## src/rtl/fbpa_pkg.sv

```systemverilog
// Shared types, codes and sizes for the fixed block pool allocator.
package fbpa_pkg;

    localparam int MAX_BLOCKS   = 256;
    localparam int IDX_W        = $clog2(MAX_BLOCKS);
    localparam int CNT_W        = 9;
    localparam int ADDR_W       = 32;
    localparam int WORDS_W      = 14;
    localparam int BYTES_W      = WORDS_W + 2;
    localparam int DIV_STEPS    = ADDR_W;
    localparam int STEP_W       = $clog2(DIV_STEPS);
    localparam int MIN_WORDS    = 2;
    localparam int REG_IDX_W    = 2;

    typedef enum logic [0:0] {
        OP_ALLOC = 1'b0,
        OP_FREE  = 1'b1
    } opcode_t;

    typedef enum logic [1:0] {
        STATUS_OK      = 2'd0,
        STATUS_EMPTY   = 2'd1,
        STATUS_INVALID = 2'd2
    } status_t;

    typedef enum logic [REG_IDX_W-1:0] {
        REG_BASE   = 2'd0,
        REG_WORDS  = 2'd1,
        REG_COUNT  = 2'd2
    } reg_idx_t;

    typedef enum logic [2:0] {
        ST_IDLE,
        ST_OFFSET,
        ST_DIVIDE,
        ST_CHECK,
        ST_POP,
        ST_MULT,
        ST_RESULT
    } state_t;

endpackage

```

## src/rtl/fbpa_ram.sv

```systemverilog
// Generic single-write, single-read RAM with registered read data.
module fbpa_ram #(
    parameter int WIDTH = 8,
    parameter int DEPTH = 256
) (
    input  logic                     clk,
    input  logic                     wr_en,
    input  logic [$clog2(DEPTH)-1:0] wr_addr,
    input  logic [WIDTH-1:0]         wr_data,
    input  logic                     rd_en,
    input  logic [$clog2(DEPTH)-1:0] rd_addr,
    output logic [WIDTH-1:0]         rd_data
);

    logic [WIDTH-1:0] mem [DEPTH];

    always_ff @(posedge clk)
    begin
        if (wr_en)
        begin
            mem[wr_addr] <= wr_data;
        end
        if (rd_en)
        begin
            rd_data <= mem[rd_addr];
        end
    end

endmodule

```

## src/rtl/fixed_block_pool_allocator.sv

```systemverilog
// Top level of the fixed block pool allocator: sequencer, shared adder and return stack.
//
// Fixed block pool allocator. One transaction in gives one transaction out. An allocate pops
// the most recently freed block index from a return stack (a 256 x 8 RAM), or else takes the
// next never-used block, then forms base + index * block_bytes with the shared 33-bit
// add/subtract unit over 8 shift-add steps; a popped index first passes a stack read state,
// and an empty pool goes straight to the result. A free subtracts the base, then runs a
// 32-step restoring division of the offset by the block size on the same unit to check
// range and alignment and recover the index. The division sets the free latency; the block
// accepts one transaction at a time and input ready stays low until the result is in the
// output register, which holds it until taken while the next transaction may already be
// accepted. The stack RAM needs no clearing pass: only entries below the stack depth are
// read. Writing any configuration register empties the pool back to all free; write it
// only while idle.
module fixed_block_pool_allocator
    import fbpa_pkg::*;
(
    input  logic                  clk,
    input  logic                  rst_n,
    // request channel
    input  logic                  in_valid,
    output logic                  in_ready,
    input  logic [0:0]            opcode,
    input  logic [ADDR_W-1:0]     address,
    // result channel
    output logic                  out_valid,
    input  logic                  out_ready,
    output logic [ADDR_W-1:0]     block_address,
    output logic [1:0]            status,
    output logic [CNT_W-1:0]      free_count,
    output logic                  all_returned,
    // configuration write channel
    input  logic                  cfg_valid,
    output logic                  cfg_ready,
    input  logic [REG_IDX_W-1:0]  cfg_index,
    input  logic [ADDR_W-1:0]     cfg_data
);

    localparam int MULT_STEPS = IDX_W;

    // control state
    state_t              state_reg, state_next;
    logic [STEP_W-1:0]   step_reg, step_next;
    logic [CNT_W-1:0]    depth_reg, depth_next;
    logic [CNT_W-1:0]    fresh_reg, fresh_next;
    logic                out_valid_reg, out_valid_next;
    // configuration
    logic [ADDR_W-1:0]   base_reg, base_next;
    logic [WORDS_W-1:0]  words_reg, words_next;
    logic [CNT_W-1:0]    count_reg, count_next;
    // datapath payload
    logic [ADDR_W-1:0]   addr_reg, addr_next;
    logic [ADDR_W-1:0]   acc_reg, acc_next;       // product accumulator, or dividend/quotient
    logic [ADDR_W-1:0]   mcand_reg, mcand_next;
    logic [BYTES_W-1:0]  rem_reg, rem_next;
    logic [IDX_W-1:0]    idx_reg, idx_next;
    status_t             res_status_reg, res_status_next;
    logic                res_alloc_reg, res_alloc_next;
    logic [ADDR_W-1:0]   out_addr_reg, out_addr_next;
    status_t             out_status_reg, out_status_next;
    logic [CNT_W-1:0]    out_free_reg, out_free_next;
    logic                out_all_reg, out_all_next;

    // shared add/subtract unit
    logic [ADDR_W-1:0]   alu_a, alu_b, alu_b_eff;
    logic                alu_sub;
    logic [ADDR_W:0]     alu_sum;
    logic                alu_carry;

    // return stack
    logic                ram_wr_en, ram_rd_en;
    logic [IDX_W-1:0]    ram_wr_addr, ram_rd_addr, ram_wr_data, ram_rd_data;

    logic                in_fire, cfg_fire, out_slot_free;
    logic [BYTES_W-1:0]  block_bytes;
    logic [CNT_W-1:0]    depth_dec, free_now;
    logic                free_ok;
    logic [WORDS_W-1:0]  cfg_words;
    logic [CNT_W-1:0]    cfg_count;

    assign in_ready      = (state_reg == ST_IDLE);
    assign cfg_ready     = 1'b1;
    assign in_fire       = in_valid && in_ready;
    assign cfg_fire      = cfg_valid && cfg_ready;
    assign out_slot_free = !out_valid_reg || out_ready;
    assign block_bytes   = {words_reg, 2'b00};
    assign depth_dec     = depth_reg - CNT_W'(1);
    assign free_now      = depth_reg + (count_reg - fresh_reg);

    assign out_valid     = out_valid_reg;
    assign block_address = out_addr_reg;
    assign status        = out_status_reg;
    assign free_count    = out_free_reg;
    assign all_returned  = out_all_reg;

    // Clamp configuration values into their legal ranges.
    assign cfg_words = (cfg_data[WORDS_W-1:0] < WORDS_W'(MIN_WORDS)) ?
                       WORDS_W'(MIN_WORDS) : cfg_data[WORDS_W-1:0];
    always_comb
    begin
        cfg_count = cfg_data[CNT_W-1:0];
        if (cfg_count == '0)
        begin
            cfg_count = CNT_W'(1);
        end
        else if (cfg_count > CNT_W'(MAX_BLOCKS))
        begin
            cfg_count = CNT_W'(MAX_BLOCKS);
        end
    end

    // Free is accepted when the quotient lies inside the pool, the remainder is zero,
    // at least one block is out, and the stack has room.
    assign free_ok = (acc_reg[ADDR_W-1:CNT_W] == '0) && (acc_reg[CNT_W-1:0] < count_reg)
                     && (rem_reg == '0) && (free_now < count_reg)
                     && (depth_reg < CNT_W'(MAX_BLOCKS));

    // Operand select for the shared unit.
    always_comb
    begin
        alu_a   = mcand_reg;
        alu_b   = acc_reg;
        alu_sub = 1'b0;
        unique case (state_reg)
            ST_OFFSET:
            begin
                alu_a   = addr_reg;
                alu_b   = base_reg;
                alu_sub = 1'b1;
            end
            ST_DIVIDE:
            begin
                alu_a   = ADDR_W'({rem_reg, acc_reg[ADDR_W-1]});
                alu_b   = ADDR_W'(block_bytes);
                alu_sub = 1'b1;
            end
            ST_IDLE, ST_CHECK, ST_POP, ST_MULT, ST_RESULT:
            begin
                alu_a   = mcand_reg;
                alu_b   = acc_reg;
                alu_sub = 1'b0;
            end
            default:
            begin
                alu_a   = mcand_reg;
                alu_b   = acc_reg;
                alu_sub = 1'b0;
            end
        endcase
    end

    assign alu_b_eff = alu_sub ? ~alu_b : alu_b;
    assign alu_sum   = {1'b0, alu_a} + {1'b0, alu_b_eff} + (ADDR_W+1)'(alu_sub);
    assign alu_carry = alu_sum[ADDR_W];

    // Next state.
    always_comb
    begin
        state_next = state_reg;
        unique case (state_reg)
            ST_IDLE:
            begin
                if (in_fire)
                begin
                    priority if (opcode == OP_FREE)
                    begin
                        state_next = ST_OFFSET;
                    end
                    else if (depth_reg != '0)
                    begin
                        state_next = ST_POP;
                    end
                    else if (fresh_reg < count_reg)
                    begin
                        state_next = ST_MULT;
                    end
                    else
                    begin
                        state_next = ST_RESULT;
                    end
                end
            end
            ST_OFFSET:
            begin
                state_next = alu_carry ? ST_DIVIDE : ST_RESULT;
            end
            ST_DIVIDE:
            begin
                if (step_reg == STEP_W'(DIV_STEPS - 1))
                begin
                    state_next = ST_CHECK;
                end
            end
            ST_CHECK:
            begin
                state_next = ST_RESULT;
            end
            ST_POP:
            begin
                state_next = ST_MULT;
            end
            ST_MULT:
            begin
                if (step_reg == STEP_W'(MULT_STEPS - 1))
                begin
                    state_next = ST_RESULT;
                end
            end
            ST_RESULT:
            begin
                if (out_slot_free)
                begin
                    state_next = ST_IDLE;
                end
            end
            default:
            begin
                state_next = ST_IDLE;
            end
        endcase
    end

    // Datapath and bookkeeping.
    always_comb
    begin
        step_next       = step_reg + STEP_W'(1);
        depth_next      = depth_reg;
        fresh_next      = fresh_reg;
        base_next       = base_reg;
        words_next      = words_reg;
        count_next      = count_reg;
        addr_next       = addr_reg;
        acc_next        = acc_reg;
        mcand_next      = mcand_reg;
        rem_next        = rem_reg;
        idx_next        = idx_reg;
        res_status_next = res_status_reg;
        res_alloc_next  = res_alloc_reg;
        out_valid_next  = out_valid_reg && !out_ready;
        out_addr_next   = out_addr_reg;
        out_status_next = out_status_reg;
        out_free_next   = out_free_reg;
        out_all_next    = out_all_reg;
        ram_wr_en       = 1'b0;
        ram_wr_addr     = depth_reg[IDX_W-1:0];
        ram_wr_data     = acc_reg[IDX_W-1:0];
        ram_rd_en       = 1'b0;
        ram_rd_addr     = depth_dec[IDX_W-1:0];

        unique case (state_reg)
            ST_IDLE:
            begin
                step_next       = '0;
                addr_next       = address;
                acc_next        = base_reg;
                mcand_next      = ADDR_W'(block_bytes);
                res_status_next = STATUS_OK;
                res_alloc_next  = (opcode == OP_ALLOC);
                if (in_fire && (opcode == OP_ALLOC))
                begin
                    priority if (depth_reg != '0)
                    begin
                        // pop the most recently returned block
                        ram_rd_en  = 1'b1;
                        depth_next = depth_dec;
                    end
                    else if (fresh_reg < count_reg)
                    begin
                        idx_next   = fresh_reg[IDX_W-1:0];
                        fresh_next = fresh_reg + CNT_W'(1);
                    end
                    else
                    begin
                        res_status_next = STATUS_EMPTY;
                    end
                end
            end
            ST_OFFSET:
            begin
                // dividend = address - base; below base is invalid
                step_next = '0;
                acc_next  = alu_sum[ADDR_W-1:0];
                rem_next  = '0;
                if (!alu_carry)
                begin
                    res_status_next = STATUS_INVALID;
                end
            end
            ST_DIVIDE:
            begin
                // one restoring division step: shift in, trial subtract, keep if no borrow
                if (alu_carry)
                begin
                    rem_next = alu_sum[BYTES_W-1:0];
                end
                else
                begin
                    rem_next = {rem_reg[BYTES_W-2:0], acc_reg[ADDR_W-1]};
                end
                acc_next = {acc_reg[ADDR_W-2:0], alu_carry};
            end
            ST_CHECK:
            begin
                if (free_ok)
                begin
                    ram_wr_en  = 1'b1;
                    depth_next = depth_reg + CNT_W'(1);
                end
                else
                begin
                    res_status_next = STATUS_INVALID;
                end
            end
            ST_POP:
            begin
                step_next = '0;
                idx_next  = ram_rd_data;
            end
            ST_MULT:
            begin
                // shift-add: acc += bytes << i when bit i of the index is set
                if (idx_reg[0])
                begin
                    acc_next = alu_sum[ADDR_W-1:0];
                end
                idx_next   = idx_reg >> 1;
                mcand_next = mcand_reg << 1;
            end
            ST_RESULT:
            begin
                if (out_slot_free)
                begin
                    out_valid_next  = 1'b1;
                    out_status_next = res_status_reg;
                    out_addr_next   = (res_alloc_reg && (res_status_reg == STATUS_OK)) ?
                                      acc_reg : '0;
                    out_free_next   = free_now;
                    out_all_next    = (free_now == count_reg);
                end
            end
            default:
            begin
                step_next = '0;
            end
        endcase

        // Any write to a known register returns the whole pool.
        if (cfg_fire)
        begin
            unique case (cfg_index)
                REG_BASE:
                begin
                    base_next  = cfg_data;
                    depth_next = '0;
                    fresh_next = '0;
                end
                REG_WORDS:
                begin
                    words_next = cfg_words;
                    depth_next = '0;
                    fresh_next = '0;
                end
                REG_COUNT:
                begin
                    count_next = cfg_count;
                    depth_next = '0;
                    fresh_next = '0;
                end
                default:
                begin
                    // drop writes to unknown registers
                end
            endcase
        end
    end

    always_ff @(posedge clk or negedge rst_n)
    begin
        if (!rst_n)
        begin
            state_reg     <= ST_IDLE;
            step_reg      <= '0;
            depth_reg     <= '0;
            fresh_reg     <= '0;
            out_valid_reg <= 1'b0;
            base_reg      <= '0;
            words_reg     <= WORDS_W'(MIN_WORDS);
            count_reg     <= CNT_W'(MAX_BLOCKS);
        end
        else
        begin
            state_reg     <= state_next;
            step_reg      <= step_next;
            depth_reg     <= depth_next;
            fresh_reg     <= fresh_next;
            out_valid_reg <= out_valid_next;
            base_reg      <= base_next;
            words_reg     <= words_next;
            count_reg     <= count_next;
        end
    end

    always_ff @(posedge clk)
    begin
        addr_reg       <= addr_next;
        acc_reg        <= acc_next;
        mcand_reg      <= mcand_next;
        rem_reg        <= rem_next;
        idx_reg        <= idx_next;
        res_status_reg <= res_status_next;
        res_alloc_reg  <= res_alloc_next;
        out_addr_reg   <= out_addr_next;
        out_status_reg <= out_status_next;
        out_free_reg   <= out_free_next;
        out_all_reg    <= out_all_next;
    end

    fbpa_ram #(
        .WIDTH (IDX_W),
        .DEPTH (MAX_BLOCKS)
    ) u_stack (
        .clk     (clk),
        .wr_en   (ram_wr_en),
        .wr_addr (ram_wr_addr),
        .wr_data (ram_wr_data),
        .rd_en   (ram_rd_en),
        .rd_addr (ram_rd_addr),
        .rd_data (ram_rd_data)
    );

endmodule

```

## config.mk

```make
export PLATFORM = sky130hd
export DESIGN_NAME = fixed_block_pool_allocator
export DESIGN_NICKNAME = d
export VERILOG_FILES = /design/src/rtl/fbpa_pkg.sv /design/src/rtl/fbpa_ram.sv /design/src/rtl/fixed_block_pool_allocator.sv
export SDC_FILE = /design/constraint.sdc
export NUM_CORES = 2
export LEC_CHECK = 0
export ABC_AREA = 1
export BUFFER_PORTS_ARGS = -buffer_cell sky130_fd_sc_hd__buf_4
export CORE_UTILIZATION = 45
export CTS_BUF_LIST = sky130_fd_sc_hd__clkbuf_4 sky130_fd_sc_hd__clkbuf_8 sky130_fd_sc_hd__clkbuf_16
export CTS_CLUSTER_DIAMETER = 150
export DETAILED_ROUTE_END_ITERATION = 6
export GPL_ROUTABILITY_DRIVEN = 1
export MAX_ROUTING_LAYER = met4
export PLACE_DENSITY = 0.69
export SKIP_CTS_REPAIR_TIMING = 1
export SYNTH_ARGS = -nofsm -noshare
export SYNTH_HDL_FRONTEND = slang
export SYNTH_SLANG_ARGS = --single-unit
```

## constraint.sdc

```tcl
create_clock -name clk -period 7.9 [get_ports clk]
set_input_delay 1.185 -clock clk [delete_from_list [all_inputs] [get_ports clk]]
set_output_delay 1.185 -clock clk [all_outputs]
set_load 0.05 [all_outputs]
```

==> flow_metrics.tcl <==
set metrics [dict create \
    avgSynthCellArea_um2 11.8 \
    worstHoldPathType "input port to async pin" \
    core-area_um2 212000 \
    antenna_found_initial 5 \
    p_per_area_nw_per_um2 379 \
    ant_nets 0 \
    first_pass_iters 7 \
    vias 66600 \
    wl_per_cell_um 25.0 \
    io-pin-count 119 \
    track_usage_pct 25.9 \
    required_ns 8.42 \
    synth_mux_area_share_pct 0.0819 \
    crit_path_start_kind "flip-flop" \
    dp_hpwl_mm 164 \
    synth_top_family_by_area "simple AND/OR/NAND/NOR gates" \
    finalMaxSlewViolations 0 \
    synth_edf_count 2221 \
    place_area_um2 99500 \
    gp_congestion 0.963 \
    yosys_warnings 0 \
    grt_pass1_vias 63900 \
    slew_headroom_pct 19.1 \
    dieArea_um2 216000 \
    cts-root-buf "clkbuf_16" \
    async_flop_share_pct 3.56 \
    io_buffers 117 \
    period_needed_ns 7.12 \
    outcome "complete, but fails checks" \
    rows 169 \
    n_fill_cell 18200 \
    violations "design-rule violations" \
    cts_sinks 2303 \
    path_max_fanout 14 \
    setup_viol 0 \
    syn_to_final_growth_pct 11.2 \
    period_share_pct 90.1 \
    ir_drop_uv 269 \
    synth-seq-cells 2303 \
    yosys_most_used_dff "edfxtp_1" \
    grt_max_degree 252 \
    p_leak_nw 36.9 \
    fmax_mhz 140 \
    synth-xor-area-share_pct 0.371 \
    yosysSeqAreaShare_pct 71.4 \
    post-route-util_pct 50.4 \
    dp.cells 10700 \
    synth_nets 8317 \
    power_mw 40.6 \
    die_width_um 464 \
    drive_above_1_share_pct 7.97 \
    hold_viol 0 \
    chipHeight_um 464 \
    final_cells 11100 \
    clk_pin_slew_ns 0.07 \
    drtIter0Drc 10900 \
    worst_slew_pin_slew_ns 1.21 \
    start_util_pct 45.3 \
    cts_tree "built" \
    remaining_drc_errors 60 \
    final_cell_area_um2 107000 \
    grt-ovfl-total 0 \
    fin_skew_ns 0.0548 \
    regMostFlops "u_stack.mem" \
    cts_buffers 223 \
    crit_type "flip-flop to flip-flop" \
    endpoint_kind "flip-flop" \
    clockBufferDepth 3 \
    synthDistinctLibCells 52 \
    synthSimpleGateAreaFrac_pct 12.9 \
    fin_setup_tns_ns 0 \
    grt_pass1_wl_mm 408 \
    nNetsFinal 8223 \
    netlist_area_um2 96200 \
    finalWirelength_mm 277 \
    via_per_inst 6.01 \
    synth_compound_area_share_pct 10.5 \
    cts_max_level 4 \
    critPathArrivalTime_ns 7.64 \
    clk_latency_ns 0.90 \
    rsz0062_at_grt "no" \
    syn_inst 8162 \
    drv_cap 0 \
    synthAdderAreaFrac_pct 1.15 \
    largest_register_ffs 2048 \
]
layout make-up:
| class | count | area [um^2] | share of cell area (%) |
|---|---|---|---|
| Antenna cell | 7 | 17.5 | 0.0164 |
| Clock buffer | 277 | 6060 | 5.66 |
| Clock inverter | 135 | 1470 | 1.37 |
| Inverter | 316 | 1210 | 1.13 |
| Multi-Input combinational cell | 5008 | 24200 | 22.6 |
| Sequential cell | 2303 | 68800 | 64.2 |
| Tap cell | 2821 | 3530 | 3.30 |
| Timing Repair Buffer | 216 | 1780 | 1.67 |
path summary, 6_finish.rpt:
path | start | to | slack [ns] | cells past startpoint
worst max-delay path | depth_reg[3] | u_stack.mem[201][7] | 0.78 | 25
worst min-delay path | rst_n | words_reg[7] | 0.25 | 1
worst max register to register | depth_reg[3] | u_stack.mem[201][7] | 0.78 | 25
worst min register to register | base_reg[11] | base_reg[11] | 0.49 | 2
max in group asynchronous | rst_n | depth_reg[0] | 6.52 | 2
min in group clk | address[25] | addr_reg[25] | 0.48 | 1
worst max-delay path, cell delays in order (launching register included):
cell and delay [ns]:
dfrtp_1 0.50, inv_1 0.20, fa_1 0.56, inv_1 0.04
ha_1 0.33, a21oi_1 0.14, o21ai_0 0.14, nand2_1 0.09
nand2_1 0.05, a21oi_1 0.22, inv_1 0.07, a21oi_1 0.14
nor2_1 0.05, nor2_1 0.11, xor2_1 0.15, inv_1 0.07
ha_1 0.29, a21oi_1 0.13, o21ai_1 0.07, o21bai_1 0.16
nor2_2 0.41, nand4_4 0.37, nor2_8 0.57, buf_4 0.33
nand3_1 0.68, nor2_1 0.83
synth_stat cells (9+ instances only):
master | n | share of area [%]
edfxtp_1 | 2221 | 69
nor2_1 | 1393 | 5.4
o21ai_0 | 1105 | 5.7
nand2_1 | 946 | 3.7
nand3_1 | 599 | 3.1
o22ai_1 | 519 | 3.4
clkbuf_1 | 381 | 1.5
inv_1 | 308 | 1.2
a21oi_1 | 126 | 0.66
buf_2 | 116 | 0.60
dfrtp_1 | 80 | 2.1
ha_1 | 74 | 0.96
o211ai_1 | 33 | 0.26
xor2_1 | 29 | 0.26
buf_1 | 26 | 0.10
nor3_1 | 24 | 0.12
nand4_1 | 23 | 0.15
a221oi_1 | 11 | 0.10
nand2_2 | 11 | 0.072
nor4_1 | 10 | 0.065
a21o_1 | 9 | 0.070
a22oi_1 | 9 | 0.070
buf_6 | 9 | 0.11
fa_1 | 9 | 0.19
metrics by stage:
stage / setup WS [ns] / hold WS (ns)
detailed placement: 0.987 / 0.481
floorplan: 1.75 / 0.427
global route: 0.398 / 0.254
finish: 0.778 / 0.252
CTS: 0.938 / 0.205
global placement: 0.926 / 0.475
layout by cell type, fill, tap and decap left out, drive strengths merged, types with 80 or more instances in the layout:
cell type,netlist,layout
nand3,601,601
clkbuf,381,277
o22ai,519,519
edfxtp,2221,2221
nand2,958,958
inv,313,326
dfrtp,80,80
nor2,1400,1400
a21oi,126,126
buf,154,216
clkinv,3,90
o21ai,1109,1109
cell families after synthesis:
kind of cell,Yosys count
compound gates,1846
xor+xnor,39
fa+ha+maj,83
buf+inv,851
flops,2303
mux,7
other cells,1
simple gates,3032
layer usage:
metal | part of all wire, % | wire, um | vias up | GRT usage, %
met1 | 40 | 111000 | 32500 | 35.1
met2 | 46 | 126000 | 4244 | 38.9
li1 | - | - | 29300 | -
met4 | 3.8 | 10600 | 0 | 9.86
met5 | 0 | 0 | - | -
met3 | 11 | 29300 | 569 | 4.65
where the power goes:
group          switching [mW]  leakage [nW]  internal, mW  total [mW]
combinational            10.5          11.9          3.23        13.7
clock                    4.65          3.72          6.22        10.9
sequential              0.288          21.2          15.7        16.0
Power figures use the tool's default switching activity.
